$ cat config.mk
export PLATFORM = sky130hd
export DESIGN_NAME = thermocouple_serial_reader_averager_top
export DESIGN_NICKNAME = d
export VERILOG_FILES = /design/src/hw/rtl/tsra_pkg.sv /design/src/hw/rtl/tsra_frame.sv /design/src/hw/rtl/tsra_scale.sv /design/src/hw/rtl/tsra_mean.sv /design/src/hw/rtl/thermocouple_serial_reader_averager_top.sv
export SDC_FILE = /design/constraint.sdc
export NUM_CORES = 1
export LEC_CHECK = 0
export ABC_AREA = 1
export BUFFER_PORTS_ARGS = -buffer_cell sky130_fd_sc_hd__buf_4
export CAP_MARGIN = 20
export CORE_MARGIN = 2
export CORE_UTILIZATION = 45
export DETAILED_ROUTE_END_ITERATION = 7
export PLACE_DENSITY = 0.7
export SETUP_SLACK_MARGIN = 0.1
export SYNTH_ARGS = -nofsm -noshare
export SYNTH_HDL_FRONTEND = slang
export SYNTH_SLANG_ARGS = --single-unit
$ cat constraint.sdc
create_clock -name clk -period 6.8 [get_ports clk]
set_input_delay 0.68 -clock clk [delete_from_list [all_inputs] [get_ports clk]]
set_output_delay 0.68 -clock clk [all_outputs]
set_load 0.005 [all_outputs]
$ cat src/hw/rtl/tsra_pkg.sv
// Shared types and constants for the thermocouple serial reader and averager.
`timescale 1ns / 1ps

package tsra_pkg;

    // Serial framing
    localparam int FRAME_W  = 16;
    localparam int BCNT_W   = $clog2(FRAME_W);
    localparam int FAULT_BIT = 2;
    localparam int CODE_LSB = 3;
    localparam int CODE_W   = 12;

    // Calibration and scaling
    localparam int COEFF_W     = 16;
    localparam int SCALE_SHIFT = 8;
    localparam int READING_W   = CODE_W + COEFF_W - SCALE_SHIFT + 1;
    localparam logic [COEFF_W-1:0] COEFF_RESET = COEFF_W'(1024);
    localparam int FAULT_C = -1600;
    localparam logic signed [READING_W-1:0] FAULT_Q4 = READING_W'(FAULT_C);

    // Group mean
    localparam int AVG_COUNT  = 5;
    localparam int CNT_W      = $clog2(AVG_COUNT + 1);
    localparam int SUM_W      = 24;
    localparam int MAG_W      = SUM_W - 1;
    localparam int DIV_SHIFT  = 28;
    localparam int RECIP_W    = DIV_SHIFT + 1;
    localparam int RECIP_C    = (2**DIV_SHIFT + AVG_COUNT - 1) / AVG_COUNT;

    typedef struct packed {
        logic               valid;
        logic [FRAME_W-1:0] frame;
    } frame_beat_t;

    typedef struct packed {
        logic                        valid;
        logic signed [READING_W-1:0] reading;
        logic                        fault;
    } reading_beat_t;

endpackage

$ cat src/hw/rtl/tsra_frame.sv
// Serial shift register and 16-bit frame assembly.
`timescale 1ns / 1ps

module tsra_frame (
    input  logic                  clk,
    input  logic                  rst_n,
    input  logic                  in_valid,
    output logic                  in_ready,
    input  logic                  miso_bit,
    input  logic                  first_bit,
    output tsra_pkg::frame_beat_t frame_out,
    input  logic                  frame_ready
);

    logic [tsra_pkg::FRAME_W-1:0] frame_shift_reg;
    logic [tsra_pkg::FRAME_W-1:0] frame_shift_next;
    logic [tsra_pkg::BCNT_W-1:0]  bit_count_reg;
    logic [tsra_pkg::BCNT_W-1:0]  bit_count_next;
    logic                         frame_valid_reg;
    logic [tsra_pkg::FRAME_W-1:0] frame_data_reg;
    logic                         in_accept;
    logic                         frame_done;

    assign in_ready  = !frame_valid_reg || frame_ready;
    assign in_accept = in_valid && in_ready;

    // A restart drops any partial frame; this bit becomes the top bit
    always_comb
    begin
        if (first_bit)
        begin
            frame_shift_next = {{(tsra_pkg::FRAME_W-1){1'b0}}, miso_bit};
            bit_count_next   = tsra_pkg::BCNT_W'(1);
        end
        else
        begin
            frame_shift_next = {frame_shift_reg[tsra_pkg::FRAME_W-2:0], miso_bit};
            bit_count_next   = bit_count_reg + 1'b1;
        end
    end

    assign frame_done = in_accept && (bit_count_next == '0);

    always_ff @(posedge clk or negedge rst_n)
    begin
        if (!rst_n)
        begin
            frame_shift_reg <= '0;
            bit_count_reg   <= '0;
            frame_valid_reg <= 1'b0;
        end
        else
        begin
            if (in_accept)
            begin
                frame_shift_reg <= frame_shift_next;
                bit_count_reg   <= bit_count_next;
            end
            if (frame_done)
                frame_valid_reg <= 1'b1;
            else if (frame_ready)
                frame_valid_reg <= 1'b0;
        end
    end

    always_ff @(posedge clk)
    begin
        if (frame_done)
            frame_data_reg <= frame_shift_next;
    end

    assign frame_out = '{valid: frame_valid_reg, frame: frame_data_reg};

endmodule

$ cat src/hw/rtl/tsra_scale.sv
// Fault decode and calibration scaling of one frame into a reading.
`timescale 1ns / 1ps

module tsra_scale (
    input  logic                         clk,
    input  logic                         rst_n,
    input  tsra_pkg::frame_beat_t        frame_in,
    output logic                         frame_ready,
    input  logic [tsra_pkg::COEFF_W-1:0] coeff,
    output tsra_pkg::reading_beat_t      reading_out,
    input  logic                         reading_ready
);

    localparam int PROD_W = tsra_pkg::CODE_W + tsra_pkg::COEFF_W;

    logic [tsra_pkg::CODE_W-1:0]            code;
    logic [PROD_W-1:0]                      product;
    logic                                   fault;
    logic signed [tsra_pkg::READING_W-1:0]  reading_next;
    logic                                   valid_reg;
    logic signed [tsra_pkg::READING_W-1:0]  reading_reg;
    logic                                   fault_reg;

    assign frame_ready = !valid_reg || reading_ready;

    // Bit 15 is the dummy bit: take the code from bits 14..3 only
    assign code    = frame_in.frame[tsra_pkg::CODE_LSB+tsra_pkg::CODE_W-1:tsra_pkg::CODE_LSB];
    assign product = {{tsra_pkg::COEFF_W{1'b0}}, code} * {{tsra_pkg::CODE_W{1'b0}}, coeff};
    assign fault   = frame_in.frame[tsra_pkg::FAULT_BIT];

    always_comb
    begin
        if (fault)
            reading_next = tsra_pkg::FAULT_Q4;
        else
            reading_next = {1'b0, product[PROD_W-1:tsra_pkg::SCALE_SHIFT]};
    end

    always_ff @(posedge clk or negedge rst_n)
    begin
        if (!rst_n)
            valid_reg <= 1'b0;
        else if (frame_ready)
            valid_reg <= frame_in.valid;
    end

    always_ff @(posedge clk)
    begin
        if (frame_ready && frame_in.valid)
        begin
            reading_reg <= reading_next;
            fault_reg   <= fault;
        end
    end

    assign reading_out = '{valid: valid_reg, reading: reading_reg, fault: fault_reg};

endmodule

$ cat src/hw/rtl/tsra_mean.sv
// Group accumulator, divide by the group size and the result register.
`timescale 1ns / 1ps

module tsra_mean (
    input  logic                                  clk,
    input  logic                                  rst_n,
    input  tsra_pkg::reading_beat_t               reading_in,
    output logic                                  reading_ready,
    output logic                                  out_valid,
    input  logic                                  out_ready,
    output logic signed [tsra_pkg::READING_W-1:0] celsius_q4,
    output logic                                  open_fault,
    output logic                                  mean_ready,
    output logic signed [tsra_pkg::READING_W-1:0] mean_q4
);

    localparam int QPROD_W = tsra_pkg::MAG_W + tsra_pkg::RECIP_W;
    localparam logic [tsra_pkg::RECIP_W-1:0] RECIP = tsra_pkg::RECIP_W'(tsra_pkg::RECIP_C);
    localparam logic [tsra_pkg::CNT_W-1:0]   GROUP = tsra_pkg::CNT_W'(tsra_pkg::AVG_COUNT);

    // Accumulator state
    logic signed [tsra_pkg::SUM_W-1:0]     sum_reg;
    logic [tsra_pkg::CNT_W-1:0]            count_reg;
    logic signed [tsra_pkg::SUM_W-1:0]     total_next;
    logic [tsra_pkg::CNT_W-1:0]            count_next;
    logic                                  done_next;

    // Stage: group total
    logic                                  v3_reg;
    logic signed [tsra_pkg::READING_W-1:0] reading3_reg;
    logic                                  fault3_reg;
    logic                                  done3_reg;
    logic signed [tsra_pkg::SUM_W-1:0]     total3_reg;
    // Stage: magnitude and sign
    logic                                  v4_reg;
    logic signed [tsra_pkg::READING_W-1:0] reading4_reg;
    logic                                  fault4_reg;
    logic                                  done4_reg;
    logic                                  neg4_reg;
    logic [tsra_pkg::MAG_W-1:0]            mag4_reg;
    logic [tsra_pkg::SUM_W-1:0]            abs_next;
    // Stage: reciprocal multiply
    logic                                  v5_reg;
    logic signed [tsra_pkg::READING_W-1:0] reading5_reg;
    logic                                  fault5_reg;
    logic                                  done5_reg;
    logic                                  neg5_reg;
    logic [tsra_pkg::READING_W-1:0]        quo5_reg;
    logic [QPROD_W-1:0]                    qprod;
    logic signed [tsra_pkg::READING_W-1:0] mean_next;
    // Result register
    logic                                  out_valid_reg;
    logic signed [tsra_pkg::READING_W-1:0] celsius_reg;
    logic                                  fault_reg;
    logic                                  mean_ready_reg;
    logic signed [tsra_pkg::READING_W-1:0] mean_q4_reg;

    logic rdy3;
    logic rdy4;
    logic rdy5;
    logic rdy_out;
    logic take3;

    assign rdy_out       = !out_valid_reg || out_ready;
    assign rdy5          = !v5_reg || rdy_out;
    assign rdy4          = !v4_reg || rdy5;
    assign rdy3          = !v3_reg || rdy4;
    assign reading_ready = rdy3;
    assign take3         = rdy3 && reading_in.valid;

    assign total_next = sum_reg + tsra_pkg::SUM_W'(reading_in.reading);
    assign count_next = count_reg + 1'b1;
    assign done_next  = (count_next >= GROUP);

    // Accumulate; clear on the reading that closes the group
    always_ff @(posedge clk or negedge rst_n)
    begin
        if (!rst_n)
        begin
            sum_reg   <= '0;
            count_reg <= '0;
        end
        else if (take3)
        begin
            if (done_next)
            begin
                sum_reg   <= '0;
                count_reg <= '0;
            end
            else
            begin
                sum_reg   <= total_next;
                count_reg <= count_next;
            end
        end
    end

    assign abs_next  = total3_reg[tsra_pkg::SUM_W-1] ? -total3_reg : total3_reg;
    assign qprod     = {{tsra_pkg::RECIP_W{1'b0}}, mag4_reg} * {{tsra_pkg::MAG_W{1'b0}}, RECIP};
    assign mean_next = neg5_reg ? -quo5_reg : quo5_reg;

    always_ff @(posedge clk or negedge rst_n)
    begin
        if (!rst_n)
        begin
            v3_reg        <= 1'b0;
            v4_reg        <= 1'b0;
            v5_reg        <= 1'b0;
            out_valid_reg <= 1'b0;
            mean_q4_reg   <= '0;
        end
        else
        begin
            if (rdy3)
                v3_reg <= reading_in.valid;
            if (rdy4)
                v4_reg <= v3_reg;
            if (rdy5)
                v5_reg <= v4_reg;
            if (rdy_out)
                out_valid_reg <= v5_reg;
            // Hold the last mean until the next group closes
            if (rdy_out && v5_reg && done5_reg)
                mean_q4_reg <= mean_next;
        end
    end

    always_ff @(posedge clk)
    begin
        if (take3)
        begin
            reading3_reg <= reading_in.reading;
            fault3_reg   <= reading_in.fault;
            done3_reg    <= done_next;
            total3_reg   <= total_next;
        end
        if (rdy4 && v3_reg)
        begin
            reading4_reg <= reading3_reg;
            fault4_reg   <= fault3_reg;
            done4_reg    <= done3_reg;
            neg4_reg     <= total3_reg[tsra_pkg::SUM_W-1];
            mag4_reg     <= abs_next[tsra_pkg::MAG_W-1:0];
        end
        if (rdy5 && v4_reg)
        begin
            reading5_reg <= reading4_reg;
            fault5_reg   <= fault4_reg;
            done5_reg    <= done4_reg;
            neg5_reg     <= neg4_reg;
            quo5_reg     <= qprod[tsra_pkg::DIV_SHIFT+tsra_pkg::READING_W-1:tsra_pkg::DIV_SHIFT];
        end
        if (rdy_out && v5_reg)
        begin
            celsius_reg    <= reading5_reg;
            fault_reg      <= fault5_reg;
            mean_ready_reg <= done5_reg;
        end
    end

    assign out_valid  = out_valid_reg;
    assign celsius_q4 = celsius_reg;
    assign open_fault = fault_reg;
    assign mean_ready = mean_ready_reg;
    assign mean_q4    = mean_q4_reg;

endmodule

$ cat src/hw/rtl/thermocouple_serial_reader_averager_top.sv
// Top level of the thermocouple serial reader with group mean.
`timescale 1ns / 1ps
//
//  channel  | handshake              | payload
//  ---------+------------------------+---------------------------------------------
//  input    | in_valid / in_ready    | miso_bit, first_bit
//  result   | out_valid / out_ready  | celsius_q4, open_fault, mean_ready, mean_q4
//  config   | cfg_wr_en (no wait)    | cfg_wr_data (calibration coefficient, Q8.8)
//
//  One bit beat is taken every cycle while in_ready is high; a result beat leaves
//  after every sixteenth bit of a frame, six register stages after its closing bit
//  beat (frame, scale multiply, group total, magnitude, reciprocal multiply, result).
//  Reset clears the shift register, bit count, group sum and count, the
//  held mean and all valid flags; the coefficient returns to 4.0.
//  Each stage holds its beat while the one after it is full, so a stall on
//  the result side fills the empty stages before in_ready drops.

module thermocouple_serial_reader_averager_top (
    input  logic                                  clk,
    input  logic                                  rst_n,
    input  logic                                  in_valid,
    output logic                                  in_ready,
    input  logic                                  miso_bit,
    input  logic                                  first_bit,
    output logic                                  out_valid,
    input  logic                                  out_ready,
    output logic signed [tsra_pkg::READING_W-1:0] celsius_q4,
    output logic                                  open_fault,
    output logic                                  mean_ready,
    output logic signed [tsra_pkg::READING_W-1:0] mean_q4,
    input  logic                                  cfg_wr_en,
    input  logic [tsra_pkg::COEFF_W-1:0]          cfg_wr_data
);

    logic [tsra_pkg::COEFF_W-1:0] coeff_reg;
    tsra_pkg::frame_beat_t        frame_beat;
    logic                         frame_ready;
    tsra_pkg::reading_beat_t      reading_beat;
    logic                         reading_ready;

    // Calibration coefficient: user must write only while the block is idle; unenforced
    always_ff @(posedge clk or negedge rst_n)
    begin
        if (!rst_n)
            coeff_reg <= tsra_pkg::COEFF_RESET;
        else if (cfg_wr_en)
            coeff_reg <= cfg_wr_data;
    end

    // Shift in bits and close a frame every sixteenth beat
    tsra_frame u_frame (
        .clk         (clk),
        .rst_n       (rst_n),
        .in_valid    (in_valid),
        .in_ready    (in_ready),
        .miso_bit    (miso_bit),
        .first_bit   (first_bit),
        .frame_out   (frame_beat),
        .frame_ready (frame_ready)
    );

    // Decode the fault flag and scale the code by the coefficient
    tsra_scale u_scale (
        .clk           (clk),
        .rst_n         (rst_n),
        .frame_in      (frame_beat),
        .frame_ready   (frame_ready),
        .coeff         (coeff_reg),
        .reading_out   (reading_beat),
        .reading_ready (reading_ready)
    );

    // Accumulate groups, divide by the group size, present the result
    tsra_mean u_mean (
        .clk           (clk),
        .rst_n         (rst_n),
        .reading_in    (reading_beat),
        .reading_ready (reading_ready),
        .out_valid     (out_valid),
        .out_ready     (out_ready),
        .celsius_q4    (celsius_q4),
        .open_fault    (open_fault),
        .mean_ready    (mean_ready),
        .mean_q4       (mean_q4)
    );

    // A fault result always carries the fixed open-circuit reading
    a_fault_reading: assert property (@(posedge clk) disable iff (!rst_n)
        out_valid && open_fault |-> celsius_q4 == tsra_pkg::FAULT_Q4)
        else $error("fault result without fault reading");

    // A scaled reading is never negative
    a_scaled_positive: assert property (@(posedge clk) disable iff (!rst_n)
        out_valid && !open_fault |-> !celsius_q4[tsra_pkg::READING_W-1])
        else $error("scaled reading negative");

    // A restart bit can never close a frame
    a_restart_no_frame: assert property (@(posedge clk) disable iff (!rst_n)
        in_valid && in_ready && first_bit |=> !frame_beat.valid || $past(frame_beat.valid))
        else $error("frame closed on restart bit");

    // A frame beat waiting downstream blocks the input only when the scale stage is full
    a_input_blocked: assert property (@(posedge clk) disable iff (!rst_n)
        !in_ready |-> frame_beat.valid && !frame_ready)
        else $error("input stalled without a full frame stage");

endmodule

==> impl_metrics.ini <==
[drt]
wl_um = 63500
drc_errors = 0
viasPerCell = 5.03
vias = 19537
drt_iter0_markers = 1246
firstDrtPassIters = 5
wire_per_inst_um = 16.3
ant_nets = 0

[timing]
clock_skew_ps = 25.7
fin_crit_ps = 6140
fin_setup_tns_ps = 0
setup_violations = 0
tightest_slew_ps = 1050
fmax_mhz = 163
hold_viol_final = 0
rsz0062_at_grt = false
fin_crit_sh = 0.904
slew_headroom = 0.299
maxSlewViolCount = 0

[worst_setup_path]
required_ps = 7160
cp_max_fo = 5
critPathKind = reg2reg
crit_path_end_kind = flip-flop
crit_arrival_ps = 6510
worstSetupStartpointType = flip-flop

[floorplan]
die_x_um = 248
start_util = 0.455
fp.dieArea_sq_um = 61500
core_sq_um = 58900
fp-row-count = 89
ioPinCount = 69
fp.dieH_um = 248

[grt]
grt_pass1_vias = 19768
grt_start_max_net_pins = 53
antenna_found_initial = 0
grt-ovfl-total = 0
grt_pass1_wl_um = 103000
track_usage = 0.213

[cts]
clock_latency_ps = 600
hold_buffers = 0
cts_tree = yes
cts.sinks = 280
cts_resized = 0
htreeDepth = 1
post_cts_buffers = 0
root_buffer = clkbuf_16
cts_buffers = 31
clockBufferDepth = 3
path_clk_slew_ps = 80

[yosys]
yosysWarnings = 0
synth_edf_count = 192
ys_types = 46
postSynthCellCount = 3037
syn-num-nets = 3636
ys.flop_type = edfxtp_1
syn_area_sq_um = 26800
synthArstFlopShare = 0.314
ys_seq_area_frac = 0.297
avgSynthCellArea_sq_um = 8.82
synth_seq_cells = 280

[layout]
areaGrowthSynthToFinish_pct = 8.72
drive_above_1_share = 0.0562
final_cell_mix = inv_1, nand2_1, ha_1
final_common_cell = inv_1
n_fill_cell = 5499
num_antenna_cells = 0
layout.nets = 3686

[status]
outcome = complete, no violations

[min_path]
hold_path_class = in2async

[place]
gp_congestion = 0.934
dp_hpwl_um = 52400
io_buffers = 68

[job]
cap_violations = 0
final timing paths:
| check | slack [ps] | from | depth (start not counted) | end |
|---|---|---|---|---|
| setup / recovery | 660 | u_mean.mag4_reg[8] | 20 | u_mean.quo5_reg[19] |
| max in group asynchronous | 5570 | rst_n | 2 | coeff_reg[4] |
| min in group clk | 290 | miso_bit | 3 | u_frame.frame_shift_reg[0] |
| setup reg to reg | 660 | u_mean.mag4_reg[8] | 20 | u_mean.quo5_reg[19] |
| hold / removal | 30 | rst_n | 1 | u_mean.mean_q4[15] |
| hold reg to reg | 410 | u_mean.reading4_reg[8] | 0 | u_mean.reading5_reg[8] |
cells in the mapped netlist (2+ instances only):
library cell,instances,share of area
o21ai_1,7,0.0013
nand2_1,686,0.096
o21ai_2,7,0.0023
fa_1,283,0.21
nand2_2,4,0.00093
a21o_1,7,0.0020
nor2_4,2,0.00084
mux2_2,16,0.0067
a22o_1,6,0.0020
dfrtp_1,87,0.081
nand3b_1,7,0.0020
o31ai_1,4,0.0011
or2_2,4,0.00093
xnor2_1,17,0.0056
buf_2,5,0.00093
nand4_1,24,0.0056
nor3_1,22,0.0041
clkbuf_1,46,0.0064
xor2_1,40,0.013
and2_1,12,0.0028
a31o_2,2,0.00065
edfxtp_1,192,0.22
o21a_1,6,0.0017
buf_6,2,0.00084
buf_1,4,0.00056
nor3b_1,2,0.00056
nor2_2,2,0.00047
nor4_1,6,0.0014
nand3_1,112,0.021
ha_1,293,0.14
a21boi_0,8,0.0022
o21bai_1,12,0.0034
o21ai_0,103,0.019
a21oi_1,110,0.021
nand2_4,2,0.00084
inv_1,694,0.097
nor2_1,192,0.027
cell families after synthesis:
kind of cell	count (synthesis)	share of synthesized area
buffers and inverters	753	0.106
xor gates and xnor gates	57	0.0186
AOI/OAI and AO/OA	276	0.0574
DFF	280	0.297
muxes	16	0.00673
adders and majority gates	576	0.348
and+or+nand+nor	1079	0.165
metal layers:
metal  track usage  routed length [um]  share of wire  up-vias
met5             0                   0              0        -
met4        0.0562                1710          0.027        0
met3        0.0217                2930          0.046       95
met2         0.373               31000           0.49      470
met1         0.283               27800           0.44     9417
li1              -                   -              -     9555
area by class of cell:
type | count | area, sq um | area share
sequential | 280 | 7970 | 0.274
multi-input combinational | 2004 | 16000 | 0.548
clock inverter | 24 | 235 | 0.00808
clock buffer | 34 | 807 | 0.0277
inverter | 695 | 2610 | 0.0896
timing repair buffer | 75 | 563 | 0.0193
tap | 773 | 967 | 0.0332
per-stage QoR:
| stage | hold slack [ps] | std cells | worst slack [ps] | utilization | cell area [sq um] |
|---|---|---|---|---|---|
| floorplan | 384 | 3037 | 1390 | - | 26800 |
| global placement | 401 | 3826 | 641 | 0.477 | 28100 |
| detailed placement | 405 | 3826 | 635 | 0.477 | 28100 |
| CTS | 29.0 | 3884 | 619 | 0.494 | 29100 |
| global route | 59.0 | 3885 | 359 | 0.494 | 29100 |
| finish | 32.4 | 3885 | 656 | 0.494 | 29100 |
worst max-delay path, cell delays in order (launching register included):
cell and delay (ps):
edfxtp_1 510, ha_1 360, inv_1 60, fa_1 580, inv_1 80, fa_1 500, fa_1 460, fa_1 540
fa_1 550, inv_1 50, fa_1 530, inv_1 50, ha_1 320, nand2_1 100, inv_1 60, nand2_1 90
nor3_1 520, nand2_1 150, nand3b_1 220, nand4_1 110, nand2_1 60
Power is left out: the tool's default activity adds up to more than one toggle a clock period on the data nets, which glitch-free logic cannot reach.
